===== src/rtl/salru_pkg.sv =====
// Shared constants, codes and controller/datapath interface types for the
// set-associative LRU cache simulator. No dependencies.
`default_nettype none

package salru_pkg;

	// Geometry defaults
	localparam int MAX_SET_BITS = 5;
	localparam int MAX_WAYS     = 4;

	// Field widths
	localparam int ADDR_W       = 64;
	localparam int OP_W         = 2;
	localparam int SET_BITS_W   = 3;
	localparam int BLOCK_BITS_W = 6;
	localparam int WAYS_W       = 3;
	localparam int CFG_DATA_W   = 6;
	localparam int CFG_IDX_W    = 2;
	localparam int TOTAL_W      = 32;
	localparam int ITEM_HITS_W  = 2;

	// Configuration register indexes
	localparam logic [CFG_IDX_W-1:0] REG_SET_BITS   = 2'd0;
	localparam logic [CFG_IDX_W-1:0] REG_BLOCK_BITS = 2'd1;
	localparam logic [CFG_IDX_W-1:0] REG_WAYS       = 2'd2;

	// Trace operation codes
	localparam logic [OP_W-1:0] OP_FETCH  = 2'd0;
	localparam logic [OP_W-1:0] OP_MODIFY = 2'd3;

	// Controller to datapath commands
	typedef struct packed {
		logic load;    // latch the incoming transaction
		logic cut;     // split address, issue set row read
		logic update;  // compare, pick way, write back, count
	} cmd_t;

	// Datapath to controller status
	typedef struct packed {
		logic fetch;   // latched operation makes no access
	} stat_t;

endpackage

`default_nettype wire


===== src/rtl/salru_ctrl.sv =====
// Controller state machine: sequences accept, address cut and lookup/update.
// Depends on salru_pkg for the command and status types.
`default_nettype none

module salru_ctrl (
	input  wire logic              clk,
	input  wire logic              arst_n,
	input  wire logic              start,
	input  wire salru_pkg::stat_t  stat,
	output salru_pkg::cmd_t        cmd,
	output logic                   busy,
	output logic                   done
);

	localparam logic [1:0] S_IDLE = 2'd0;
	localparam logic [1:0] S_CUT  = 2'd1;
	localparam logic [1:0] S_LOOK = 2'd2;

	logic [1:0] state_q;
	logic [1:0] state_d;
	logic       done_q;

	// Next state
	always_comb begin
		state_d = state_q;
		unique case (state_q)
			S_IDLE: begin
				if (start) begin
					state_d = S_CUT;
				end
			end
			S_CUT: begin
				state_d = stat.fetch ? S_IDLE : S_LOOK;
			end
			S_LOOK: begin
				state_d = S_IDLE;
			end
			default: begin
				state_d = S_IDLE;
			end
		endcase
	end

	// State and result strobe
	always_ff @(posedge clk or negedge arst_n) begin
		if (!arst_n) begin
			state_q <= S_IDLE;
			done_q  <= 1'b0;
		end else begin
			state_q <= state_d;
			done_q  <= (state_q == S_LOOK) || ((state_q == S_CUT) && stat.fetch);
		end
	end

	// Drive commands
	assign cmd.load   = (state_q == S_IDLE) && start;
	assign cmd.cut    = (state_q == S_CUT);
	assign cmd.update = (state_q == S_LOOK);
	assign busy       = (state_q != S_IDLE);
	assign done       = done_q;

`ifndef SYNTHESIS
	a_accept_to_cut: assert property (@(posedge clk) disable iff (!arst_n)
		(start && !busy) |=> (state_q == S_CUT))
		else $error("accepted transaction did not enter address cut");
	a_done_source: assert property (@(posedge clk) disable iff (!arst_n)
		done |-> $past((state_q == S_LOOK) || ((state_q == S_CUT) && stat.fetch)))
		else $error("result strobe without a finished transaction");
	a_done_single: assert property (@(posedge clk) disable iff (!arst_n)
		done |=> !done)
		else $error("result strobe held for two cycles");
`endif

endmodule

`default_nettype wire


===== config.mk =====
export PLATFORM = sky130hd
export DESIGN_NAME = salru_ctrl
export DESIGN_NICKNAME = d
export VERILOG_FILES = /design/src/rtl/salru_pkg.sv /design/src/rtl/salru_ctrl.sv
export SDC_FILE = /design/constraint.sdc
export NUM_CORES = 1
export LEC_CHECK = 0
export CAP_MARGIN = 40
export CORE_AREA = 10 10 47 49
export DETAILED_ROUTE_END_ITERATION = 10
export DIE_AREA = 0 0 57 59
export DONT_BUFFER_PORTS = 1
export HOLD_SLACK_MARGIN = 0.05
export SLEW_MARGIN = 20
export SYNTH_ARGS = -nofsm -noshare
export SYNTH_HDL_FRONTEND = slang
export SYNTH_SLANG_ARGS = --single-unit

===== constraint.sdc =====
create_clock -name clk -period 0.9 [get_ports clk]
set_input_delay 0.18 -clock clk [delete_from_list [all_inputs] [get_ports clk]]
set_output_delay 0.18 -clock clk [all_outputs]
set_load 0.01 [all_outputs]

==> results.json <==
{
  "grt_max_degree": 4,
  "syn_area_per_cell_sq_um": 11.3,
  "initial_utilization": 0.0884,
  "worst_slew_pin_slew_ns": 0.190,
  "critPathArrivalTime_ns": 1.01,
  "timing.critical_path.from": "state_q[1]",
  "postLayoutCoreUtil": 0.157,
  "hold_ws_ns": 0.0754,
  "final_max_slew_viol_count": 0,
  "most_common_flop_cell_mapped_by_yosys": "dfrtp_1",
  "outcome": "finished with violations",
  "first_global_vias": 112,
  "postLayoutSetupSlackWorst_ns": -0.293,
  "crit_type": "flip-flop to primary output",
  "seq_total_area_yosys": 0.606,
  "mappedNetlistArea_sq_um": 124,
  "dpl-instance-area_sq_um": 174,
  "cell_types_with_the_highest_counts_after_synthesis": "dfrtp_1, nor2_1",
  "timing.fmax_ghz": 0.838,
  "tritoncts": "yes",
  "period_share": 1.33,
  "postSynthRegisterBits": 3,
  "hp-class": "input port to flip-flop",
  "power.ir.vdd_worst_mv": 0.205,
  "ys_types": 8,
  "port-buffer-count": 0,
  "startpoint_type": "flip-flop",
  "gp_congestion": 0.626,
  "hold_viol_final": 0,
  "rsz_0062_raised_after_global_routing": "true",
  "core_region_area_sq_mm": 0.00140,
  "num_antenna_cells": 0,
  "postSynth.asyncResetShare": 1.00,
  "crit_path_max_fanout": 3,
  "finalSetupViolations": 4,
  "layout_area_growth_over_synthesis_pct": 77.8,
  "remaining_drc_errors": 0,
  "clkLatencyLatePin_ns": 0.23,
  "dominant_cell_by_count_in_the_synthesized_netlist": "dfrtp_1",
  "dieHeight_um": 59,
  "worst-endpoint-required_ns": 0.72,
  "floorplan.die.width_um": 57,
  "startpoint_of_the_lowest_slack_register_to_register_path": "state_q[0]",
  "drtAntennaViolNets": 0,
  "power_leakage_uw": 0.000110,
  "routed_via_density": 2.91,
  "clkSlewWorstSetupHoldPaths_ns": 0.04,
  "clock_sinks": 3,
  "fin_skew_ns": 0.000714,
  "cts.htree.levels": 1,
  "detailroute.via_count": 99,
  "detail_route.first_pass.iterations": 1,
  "final.min_clock_period_ns": 1.19,
  "setup_total_negative_slack_ns": -0.944,
  "postSynthNetCount": 15,
  "antenna_found_initial": 0,
  "grt_first_pass_wirelength_um": 524,
  "io_pins": 9,
  "synth_enable_flop_cells": 0,
  "drive_above_1_share": 0.500,
  "yosysTopAreaCell": "dfrtp_1",
  "routed_wl_um": 352,
  "gr-total-overflow": 0,
  "cellPowerDensity_mw_per_mm2": 2170,
  "placement_rows": 14,
  "synth_cells": 11,
  "final_area_sq_um": 220,
  "drv_cap": 0,
  "clock_tree.root_cell": "clkbuf_4",
  "ctsLongestPathBuffers": 2,
  "cts-buffers-inserted": 3,
  "drt_iter0_drc": 0,
  "critical_hold_path_startpoint": "stat",
  "yosys.area.top_type_share": 0.606,
  "post_synth_main_area_contributors": "dfrtp_1, and2b_4, a21o_1, and2b_1, nor2_1",
  "synthesis.yosys.warnings": 0,
  "failed_checks": "setup timing",
  "max_transition_margin": 0.873,
  "grt_use_total": 0.0260,
  "dieArea_sq_mm": 0.00336,
  "worst_setup_path_end_kind": "primary output",
  "finalNetCount": 23,
  "wl_cell_um": 10.4
}
[kinds of logic (layout without fill, tap and decap cells)]
group                  count (synthesis)  count (layout)  share of synthesized area
AOI/OAI and AO/OA                      1               1                     0.0606
DFF                                    3               3                      0.606
buffers and inverters                  1               8                     0.0303
and+or+nand+nor                        6               6                      0.303
[critical path, cell delays in order, from the launching register on]
cell and delay, ns:
dfrtp_1 0.37, or2_4 0.28, buf_12 0.13
[state kept, by name, summed over array words and instances, names as in the netlist]
name / flops
state_q: 2
done: 1
[where the power goes]
group	internal, uW	total [uW]	switching, uW	leakage [uW]
Clock	166	232	66.4	0.0000150
Sequential	147	157	9.35	0.0000391
Combinational	52.2	89.7	37.5	0.0000557
[worst paths after layout]
check                              to  slack, ns  cells after the start
setup / recovery                 busy      -0.29                      2
setup reg to reg                 done       0.02                      3
hold / removal                   done       0.08                      1
hold reg to reg            state_q[0]       0.58                      2
min in group asynchronous  state_q[0]       0.20                      1
max in group asynchronous  state_q[1]       0.56                      1
[timing repair]
action / 4_1_cts / 5_1_grt
setup endpoints to repair: 4 / 5
hold buffers: 1 / 0
pin swaps: 1 / 0
hold endpoints to repair: 3 / 0
resized for setup: 0 / 1
buffers inserted: 0 / 1
[cells in the final DEF, fill, tap and decap left out, drive strengths merged]
cell type / count
a21o: 1
and2b: 2
buf: 2
clkbuf: 4
dfrtp: 3
dlygate4sd3: 1
inv: 1
nor2: 2
nor2b: 1
or2: 1
[through the flow]
step / std cells / total power [uW] / setup WS (ns)
finish: 34 / 479 / -0.293
global route: 34 / 514 / -0.337
CTS: 33 / 491 / -0.309
detailed placement: 28 / 239 / -0.0619
global placement: 28 / 238 / -0.0526
floorplan: 11 / 205 / -0.0374
[cell type report]
class / instances / area [sq um]
multi-input combinational: 7 / 57.6
clock buffer: 4 / 26.3
fill: 163 / 1180
timing repair buffer: 3 / 37.5
tap: 16 / 20.0
inverter: 1 / 3.75
sequential: 3 / 75.1
[layer usage]
| layer | GRT usage | wire length [um] |
|---|---|---|
| met5 | 0 | 0 |
| met4 | 0.0503 | 0 |
| met3 | 0.0300 | 65 |
| met2 | 0.0248 | 181 |
| met1 | 0.0179 | 104 |
Note: power is estimated with default switching activity, not from simulation.
